==> src/rtl/sfmf_pkg.sv <==
// ----------------------------------------------------------------------------
// sfmf_pkg
// Types and constants shared by the split 16.16 matrix to float32 decoder.
// ----------------------------------------------------------------------------
package sfmf_pkg;

  localparam int unsigned CompDefault = 16;
  localparam int unsigned HalfW       = 16;
  localparam int unsigned IdxW        = 4;
  localparam logic [7:0]  ExpBias     = 8'd111;  // 127 - 16: folds in the 2^-16 scale

  typedef struct packed {
    logic [HalfW-1:0] halfword;
    logic             read_fault;
  } in_item_t;

  typedef struct packed {
    logic [31:0]     float_bits;
    logic [IdxW-1:0] component_index;
    logic            last_component;
    logic            fault;
  } out_item_t;

endpackage

==> src/rtl/sfmf_ram.sv <==
// ----------------------------------------------------------------------------
// sfmf_ram
// Generic single-port-write, single-port-read RAM with registered read data.
// ----------------------------------------------------------------------------
module sfmf_ram #(
  parameter int unsigned Width = 16,
  parameter int unsigned Depth = 16
) (
  input  logic                     clk_i,
  input  logic                     we_i,
  input  logic [$clog2(Depth)-1:0] waddr_i,
  input  logic [Width-1:0]         wdata_i,
  input  logic                     re_i,
  input  logic [$clog2(Depth)-1:0] raddr_i,
  output logic [Width-1:0]         rdata_o
);
  logic [Width-1:0] mem_q [Depth];

  always_ff @(posedge clk_i) begin
    if (we_i) begin
      mem_q[waddr_i] <= wdata_i;
    end
    if (re_i) begin
      rdata_o <= mem_q[raddr_i];
    end
  end
endmodule

==> src/rtl/split_fixed_matrix_to_float_unit.sv <==
// ----------------------------------------------------------------------------
// split_fixed_matrix_to_float_unit
// Decodes a matrix sent as split 16.16 halfwords into float32 components.
// ----------------------------------------------------------------------------
// Order: a fraction item is registered in stage 1 (with its store read) at its
//   accepting edge, then converted into the output register when it advances;
//   a fault item too. Integer items give no result.
// Throughput: one item per cycle; input stalls only while stage 1 and the
//   output register both hold an item and the output is stalled.
// Reset: position and valid flags clear; store contents stay undefined.
module split_fixed_matrix_to_float_unit
  import sfmf_pkg::*;
#(
  parameter int unsigned COMPONENTS = CompDefault
) (
  input  logic                clk_i,
  input  logic                rst_ni,
  input  logic                in_valid_i,
  output logic                in_stall_o,
  input  sfmf_pkg::in_item_t  in_item_i,
  output logic                out_valid_o,
  input  logic                out_stall_i,
  output sfmf_pkg::out_item_t out_item_o
);
  localparam int unsigned AW = (COMPONENTS > 1) ? $clog2(COMPONENTS) : 1;
  localparam int unsigned PW = $clog2(2 * COMPONENTS);

  logic in_acc;
  logic adv;

  // Stage 1 -> stage 2 flow: stage 2 (output reg) moves when empty or taken.
  logic             s1_valid_q;   // fraction or fault item waiting for store data
  logic             s1_fault_q;
  logic [HalfW-1:0] s1_frac_q;
  logic [AW-1:0]    s1_comp_q;
  logic             s1_last_q;
  logic [PW-1:0]    pos_q, pos_d;
  logic             out_valid_q;
  out_item_t        out_q;

  assign adv        = !out_valid_q || !out_stall_i;
  assign in_stall_o = s1_valid_q && !adv;
  assign in_acc     = in_valid_i && !in_stall_o;

  logic in_int;
  logic [AW-1:0] comp_idx;
  assign in_int   = (pos_q < PW'(COMPONENTS));
  assign comp_idx = in_int ? AW'(pos_q) : AW'(pos_q - PW'(COMPONENTS));

  always_comb begin
    pos_d = pos_q;
    if (in_acc) begin
      if (in_item_i.read_fault || pos_q == PW'(2 * COMPONENTS - 1)) begin
        pos_d = '0;
      end else begin
        pos_d = pos_q + PW'(1);
      end
    end
  end

  // Integer halves are written before any fraction of the same matrix reads
  // them, so write and read never collide on one entry.
  logic [HalfW-1:0] int_rd;
  sfmf_ram #(.Width(HalfW), .Depth(1 << AW)) u_store (
    .clk_i  (clk_i),
    .we_i   (in_acc && in_int && !in_item_i.read_fault),
    .waddr_i(comp_idx),
    .wdata_i(in_item_i.halfword),
    .re_i   (in_acc && !in_int),
    .raddr_i(comp_idx),
    .rdata_o(int_rd)
  );

  always_ff @(posedge clk_i or negedge rst_ni) begin
    if (!rst_ni) begin
      pos_q       <= '0;
      s1_valid_q  <= 1'b0;
      out_valid_q <= 1'b0;
    end else begin
      pos_q <= pos_d;
      if (adv) begin
        out_valid_q <= s1_valid_q;
      end
      // Stage 1 refills when it empties into stage 2 or was empty already.
      if (adv || !s1_valid_q) begin
        s1_valid_q <= in_acc && (in_item_i.read_fault || !in_int);
      end
    end
  end

  always_ff @(posedge clk_i) begin
    if (in_acc) begin
      s1_fault_q <= in_item_i.read_fault;
      s1_frac_q  <= in_item_i.halfword;
      s1_comp_q  <= comp_idx;
      s1_last_q  <= (pos_q == PW'(2 * COMPONENTS - 1));
    end
  end

  // Conversion: magnitude, leading-one position, shift and RNE round.
  logic [31:0] raw, mag, mant_sh;
  logic        sgn;
  logic [4:0]  p;
  logic [31:0] flt;
  logic [24:0] mant_r;
  logic        guard, sticky;
  logic [7:0]  expo;

  always_comb begin
    raw = {int_rd, s1_frac_q};
    sgn = raw[31];
    mag = sgn ? (32'd0 - raw) : raw;
    p   = '0;
    for (int i = 0; i < 32; i++) begin
      if (mag[i]) p = 5'(i);
    end
    // Normalize so the leading one sits at bit 31.
    mant_sh = mag << (5'd31 - p);
    guard   = mant_sh[7];
    sticky  = |mant_sh[6:0];
    mant_r  = {1'b0, mant_sh[31:8]};
    if (guard && (sticky || mant_sh[8])) mant_r = mant_r + 25'd1;
    expo = ExpBias + 8'(p);
    if (mant_r[24]) begin
      expo   = expo + 8'd1;
      mant_r = mant_r >> 1;
    end
    flt = (mag == 32'd0) ? 32'd0 : {sgn, expo, mant_r[22:0]};
  end

  always_ff @(posedge clk_i) begin
    if (adv && s1_valid_q) begin
      out_q.fault           <= s1_fault_q;
      out_q.float_bits      <= s1_fault_q ? 32'd0 : flt;
      out_q.component_index <= s1_fault_q ? '0 : IdxW'(s1_comp_q);
      out_q.last_component  <= s1_fault_q ? 1'b0 : s1_last_q;
    end
  end

  assign out_valid_o = out_valid_q;
  assign out_item_o  = out_q;
endmodule

==> config.mk <==
export PLATFORM = sky130hd
export DESIGN_NAME = split_fixed_matrix_to_float_unit
export DESIGN_NICKNAME = d
export VERILOG_FILES = /design/src/rtl/sfmf_pkg.sv /design/src/rtl/sfmf_ram.sv /design/src/rtl/split_fixed_matrix_to_float_unit.sv
export SDC_FILE = /design/constraint.sdc
export NUM_CORES = 1
export LEC_CHECK = 0
export BUFFER_PORTS_ARGS = -buffer_cell sky130_fd_sc_hd__buf_4
export CORE_MARGIN = 2
export CORE_UTILIZATION = 27
export CTS_BUF_LIST = sky130_fd_sc_hd__clkbuf_8
export DETAILED_ROUTE_END_ITERATION = 12
export SYNTH_ARGS = -nofsm -noshare
export SYNTH_HDL_FRONTEND = slang
export SYNTH_SLANG_ARGS = --single-unit
==> constraint.sdc <==
create_clock -name clk_i -period 6.55 [get_ports clk_i]
set_input_delay 0.3275 -clock clk_i [delete_from_list [all_inputs] [get_ports clk_i]]
set_output_delay 0.3275 -clock clk_i [all_outputs]
set_load 0.01 [all_outputs]
==> summary.txt, run 1 <==
Global route
  – Total gr overflow: 0
  – Largest net degree at the start of global routing: between 60 and 70
  – Via count of the first global-routing pass: between 10,000 and 15,000
  – Initial antenna violation count: 1
  – All-layer global routing usage: between 10% and 20%
  – First-pass GRT wire length: just under 80,000 um

Synthesis
  – Synth warn: 0
  – Syn_nets: approximately 1,300
  – Synth area leaders: edfxtp_1, mux4_2, mux2i_1, nor2_1, nand2_1
  – Dominant cell type by area after synthesis: edfxtp_1
  – Synth Flop Type: edfxtp_1
  – Synth top area share: 57.5%
  – Netlist Area Pre-Place: 17,300 sq um
  – Seq/Total Area, Yosys: approximately three fifths
  – Syn avg cell area: between 10 and 15 sq um
  – FF+latch count, synth: 339
  – Synth Instances: 1,222
  – Most frequent cell after synthesis: edfxtp_1
  – Commonest cells in the netlist: edfxtp_1, mux4_2, nor2_1
  – Post-synth EDFFs: 332
  – Post-synthesis async set-or-reset flop share: 2.06%
  – Post-synth cell types: approximately 100

STA
  – Slew @ Worst Pin: around 1.0 ns
  – Slew HR: a little under a third
  – Setup Skew: 0.0571 ns
  – F_max: 0.161 GHz
  – Setup Viol. Count Final: 0
  – Final Hold Fails: 0
  – Slew Viols, Final: 0
  – Final Cycle Share: a little over nine tenths
  – Minimum clock period: between 6 and 7 ns

Place
  – IO buf count: 60
  – Routability cong.: approximately 0.99
  – Post-Place Cells: 2,180
  – HPWL after DPL: approximately 35,000 um

Routing
  – Met3 wire length: about 3100 um
  – Met2 WL: ~25,000 um
  – Vias per inst: 5.17
  – DR WL/cell: 22.4 um
  – DR top layer: met5
  – Starting DRT DRC Count: between 900 and 1,000
  – Drt first pass iters: 6
  – Via count: between 10,000 and 15,000
  – Drt drc: 0
  – Total wire length: between 50,000 and 60,000 um
  – DRT met1 WL: about 22,000 um
  – ANT nets after route: 0

Floorplanning
  – Starting density of the core: between 20 and 30%
  – Io pins: about 60
  – Die X-Extent: 257 um
  – Rows: 92
  – Core box area: 63,300 sq um
  – Die Y: about 260 um
  – Die area: roughly 66,000 sq um

Layout
  – Net count reported at finish: around 1,500
  – Ant diodes: 0
  – Layout cells sized above 1: a little under 30%
  – Fill cell total of the finished layout: roughly 6,300
  – Post-Layout Cell Count: 2,306
  – Area growth syn-to-layout: 20.0%

Critical path
  – Crit path launch type: flip-flop
  – Reg2reg start: s1_frac_q[7]
  – Crit Path Class: reg -> reg
  – R2r setup slk: approximately 0.33 ns
  – Crit-path slowest cell: or4_4
  – CP max stage delay: approximately 0.64 ns
  – Worst EP required: roughly 7.0 ns
  – Crit path cell chain: or4_4, nor4_4, nand2_2, o31a_1, o31ai_4, a21oi_1, o21ai_4, buf_4, mux2_2, mux2i_1, nand4_1, a221o_1, or4_1, nor4_2, xor2_1, o21ai_1, buf_4, a211oi_1
  – Worst-path maximum fanout: 10
  – Reg2reg end: out_item_o[26]
  – Worst-case reg-to-reg path depth: 18
  – CP dominant cell by count: buf_4
  – CP endpoint kind: flip-flop
  – Arrival @ worst endpoint: 6.70 ns

Job
  – Max-Cap Viols: 0

Clock tree
  – Clk slew on worst S/H paths: approximately 0.060 ns
  – Clock Sinks: 339
  – Bufs on Longest Clock Path: 3
  – Clock insertion delay at the later pin of the skew report: 0.67 ns
  – Clk root buf: clkbuf_8
  – CTS tree: yes
  – Num CTS Buffers: 53
  – Htree depth: 2

Power and ir drop
  – Leakage: 6.98 nW
  – Tot Pwr: between 4 and 5 mW
  – Peak VDD IR: 0.190 mV
  – PwrDens: roughly 220 nW/um^2

Outcome
  – Status: complete, no violations

Min path
  – HP Class: in -> async
[state kept, by name, summed over array words and instances, names as in the netlist]
name	flops
s1_frac_q	16
s1_valid_q	1
s1_last_q	1
s1_comp_q	4
s1_fault_q	1
out_item_o	38
pos_q	5
u_store.rdata_o	16
out_valid_o	1
u_store.mem_q	256
[power breakdown]
group	leakage [nW]	switching, mW	internal [mW]
clock network	0.531	0.842	0.807
logic	3.33	0.265	0.239
registers	3.12	0.0391	2.44
[worst max-delay path: cells and delay by family, from the launching register on]
family	cells	cell delay, ns
flops	1	0.54
mux	2	0.70
simple gates	6	2.29
buf+inv	2	0.37
compound gates	7	1.91
xor+xnor	1	0.22
[metal layers]
metal | track usage (%) | vias up
li1 | - | 5332
met4 | 4.83 | 2
met2 | 25.7 | 465
met5 | 0 | -
met3 | 2.58 | 91
met1 | 20.2 | 6029
[cells in the final DEF (no fill, tap or decap), drive strengths merged, types with 20 or more instances in the layout]
cell	n
edfxtp	332
buf	199
mux4	81
nor2	80
nand2	79
o21ai	64
clkbuf	54
mux2i	41
a21oi	40
nand3	35
nor3	31
xor2	30
inv	30
xnor2	28
a211oi	24
clkinv	22
dlygate4sd3	20
nor4	20
mux2	20
[cell type report]
cell class | instances | area (sq um) | area share (%)
clock buffers | 54 | 743 | 3.57
clock inverters | 40 | 208 | 0.998
inverters | 14 | 55.1 | 0.265
multi-input cells | 794 | 6860 | 33.0
flip-flops and latches | 339 | 10100 | 48.8
well taps | 846 | 1060 | 5.09
repair buffers | 219 | 1730 | 8.32
[per-stage QoR]
| stage | worst slack, ns | cell area (sq um) | hold slack [ns] | setup TNS (ns) | util [%] |
|---|---|---|---|---|---|
| after CTS | 0.185 | 20700 | 0.0127 | 0 | 32.7 |
| after global routing | -0.00979 | 20800 | 0.0286 | -0.00979 | 32.9 |
| after floorplan | 1.15 | 17300 | 0.0319 | 0 | - |
| final | 0.329 | 20800 | 0.0468 | 0 | 32.9 |
| after global placement | 0.313 | 19500 | 0.144 | 0 | 30.9 |
| after detailed placement | 0.225 | 19500 | 0.144 | 0 | 30.9 |
[cell families (layout without fill, tap and decap cells)]
kind of cell	Yosys count	in the layout	synth area share [%]
mux	142	142	14.5
xor+xnor	58	58	2.97
flops	339	339	58.5
simple gates	326	326	10.1
fa+ha+maj	8	8	0.577
buf+inv	89	327	2.45
compound gates	260	260	11.0
[worst max-delay path by stage]
stage,slack [ns],to,depth (start not counted),startpoint
2_1_floorplan,1.15,out_item_o[32],20,s1_frac_q[7]
3_3_place_gp,0.31,out_item_o[18],20,s1_frac_q[7]
3_5_place_dp,0.23,out_item_o[26],20,s1_frac_q[5]
4_1_cts,0.19,out_item_o[18],19,s1_frac_q[5]
5_1_grt,-0.01,out_item_o[16],21,s1_frac_q[7]
6_report,0.33,out_item_o[26],18,s1_frac_q[7]
[what timing repair did]
| action | in CTS | in global routing |
|---|---|---|
| buffers inserted | 0 | 12 |
| hold buffers | 20 | 0 |
| endpoints found under the setup margin | 0 | 28 |
| resized for setup | 0 | 4 |
| hold endpoints to repair | 274 | 0 |
(Power assumes the default switching activity.)
==> inputs of run 2 (changes only) <==
--- a/config.mk
+++ b/config.mk
@@ -6,6 +6,7 @@
 export NUM_CORES = 1
 export LEC_CHECK = 0
 export BUFFER_PORTS_ARGS = -buffer_cell sky130_fd_sc_hd__buf_4
+export CORE_ASPECT_RATIO = 0.7
 export CORE_MARGIN = 2
 export CORE_UTILIZATION = 27
 export CTS_BUF_LIST = sky130_fd_sc_hd__clkbuf_8
==> run 2 against run 1 <==
  * Non-clock buffer count decreased by 6
  * Clock power increased by 4%
  * Clock skew decreased by 0.035 ns
  * Critical path depth unchanged
  * Register-to-register slack got worse by 0.06 ns
  * Count of clock-buffer cells in the layout increased by 5
  * Critical endpoint is now out_item_o[6]
  * Sequential power about the same
  * Critical path type unchanged
  * Utilization about the same
  * Setup slack got worse by 0.058 ns
  * Wire length decreased by 2.7%
==> summary.txt, run 2 (same netlist as run 1, synthesis figures left out) <==
Global route
  – Initial antenna violation count: 1
  – Via count of the first global-routing pass: between 10,000 and 15,000
  – Largest net degree at the start of global routing: 68
  – Total gr overflow: 0
  – All-layer global routing usage: about 15%
  – First-pass GRT wire length: ~76,000 um

STA
  – Slew HR: 31.7%
  – Final Cycle Share: ~96%
  – Final Hold Fails: 0
  – Minimum clock period: approximately 6.3 ns
  – RSZ-0062 raised after global routing: no
  – Setup Viol. Count Final: 0
  – Slew @ Worst Pin: 0.998 ns
  – Setup Skew: 0.0223 ns
  – Slew Viols, Final: 0
  – Total negative slack: 0 ns
  – F_max: 0.159 GHz

Critical path
  – Crit path cell chain: or4_4, nor4_4, o2111ai_1, o32ai_1, o21ai_0, a31oi_1, nand2_1, o21ai_0, buf_4, o22ai_1, a2111oi_0, a211oi_2, nand4_2, and4b_1, nand4_4, buf_4, mux2_2, a211oi_1
  – Worst EP required: approximately 7.0 ns
  – Crit Path Class: reg -> reg
  – Arrival @ worst endpoint: approximately 6.7 ns
  – CP endpoint kind: flip-flop
  – Worst-path maximum fanout: 8
  – Crit-path slowest cell: a2111oi_0
  – CP max stage delay: 0.86 ns
  – Crit path launch type: flip-flop

Clock tree
  – Num CTS Buffers: 55
  – Clock Sinks: ~340
  – Clk slew on worst S/H paths: 0.06 ns
  – Clock insertion delay at the later pin of the skew report: approximately 0.64 ns
  – Htree depth: 2
  – Bufs on Longest Clock Path: 3
  – Clk root buf: clkbuf_8
  – CTS tree: yes

Power and ir drop
  – Tot Pwr: about 4.7 mW
  – Leakage: roughly 7.0 nW
  – Peak VDD IR: approximately 0.22 mV
  – PwrDens: between 200 and 250 nW/um^2

Place
  – Routability cong.: 0.940
  – IO buf count: 60
  – HPWL after DPL: 36,300 um

Routing
  – Drt first pass iters: 7
  – Via count: 12,100
  – Met2 WL: 21,200 um
  – Met3 wire length: around 4500 um
  – DRT met1 WL: approximately 24,000 um
  – DR WL/cell: between 20 and 25 um
  – Drt drc: 0
  – Vias per inst: roughly 5.3
  – ANT nets after route: 0
  – DR top layer: met4
  – Starting DRT DRC Count: between 1,000 and 1,500
  – Total wire length: ~50,000 um

Layout
  – Most frequent cells in the layout: edfxtp_1, buf_4, mux4_2
  – Biggest register: u_store.mem_q
  – Flip-flop count of the largest register after layout: approximately 260
  – Net count reported at finish: approximately 1,400
  – Leading cell type in the layout, fill and taps excluded: edfxtp_1
  – Layout Utilization: about a third
  – Area growth syn-to-layout: 19.8%
  – Layout cells sized above 1: a little under a third

Job
  – Max-Cap Viols: 0

Floorplanning
  – Die X-Extent: around 300 um
  – Die Y: roughly 220 um
  – Rows: between 70 and 80
  – Core box area: between 60,000 and 70,000 sq um
  – Io pins: just over 60
  – Starting density of the core: a little over a quarter
  – Die area: ~66,000 sq um

Min path
  – HP Class: in -> async

Outcome
  – Status: complete, no violations
run 2: changes by cell type in the layout (fill, tap and decap cells not counted), sizes merged:
cell         before  now
dlygate4sd3      20   12
clkbuf           54   59
clkinv           22   25
buf             199  201
diode             0    1
inv              30   29
run 2: report_power, final:
group | leakage (nW) | internal, mW | switching [mW] | total [mW]
registers | 3.12 | 2.44 | 0.0429 | 2.49
logic | 3.29 | 0.236 | 0.262 | 0.498
clock network | 0.589 | 0.879 | 0.836 | 1.71
run 2: final cells by class:
class	count	area [sq um]
Clock buffer	59	812
Inverter	14	55.1
Fill cell	6167	42500
Tap cell	829	1040
Timing Repair Buffer	213	1650
Sequential cell	339	10200
Clock inverter	42	225
Antenna cell	1	2.50
Multi-Input combinational cell	794	6850
run 2: final timing paths:
path                              start       endpoint  slack [ns]  depth (start not counted)
min in group clk_i         in_item_i[2]   s1_frac_q[1]        0.04                          1
min reg2reg                    pos_q[1]   s1_comp_q[1]        0.48                          0
max                        s1_frac_q[9]  out_item_o[6]        0.27                         18
min                              rst_ni       pos_q[3]        0.04                          2
max reg2reg                s1_frac_q[9]  out_item_o[6]        0.27                         18
max in group asynchronous        rst_ni       pos_q[0]        6.36                          2
run 2: metal layers:
layer | up-vias | GRT usage (%)
li1 | 5343 | -
met1 | 6168 | 22.8
met2 | 496 | 21.5
met3 | 65 | 4.06
met4 | 0 | 3.59
met5 | - | 0
run 2: what timing repair did:
| item | 4_1_cts | 5_1_grt |
|---|---|---|
| endpoints found under the setup margin | 0 | 26 |
| hold buffers | 12 | 0 |
| hold endpoints to repair | 103 | 0 |
| resized for setup | 0 | 2 |
| buffers inserted | 0 | 7 |
run 2: critical path: cells and delay by family, from the launching register on:
family	cells	cell delay [ns]
DFF	1	0.47
buffers and inverters	2	0.39
and+or+nand+nor	6	2.09
AOI/OAI and AO/OA	9	2.83
muxes	1	0.33
run 2: metrics by stage:
step	instance area [sq um]	cells	setup WS [ns]	hold slack, ns
after detailed placement	19600	2170	0.293	0.147
after floorplan	17300	1222	1.15	0.0319
final	20800	2291	0.271	0.0374
after global routing	20800	2291	0.00633	0.0202
after global placement	19600	2170	0.287	0.144
after CTS	20700	2283	0.282	0.000581
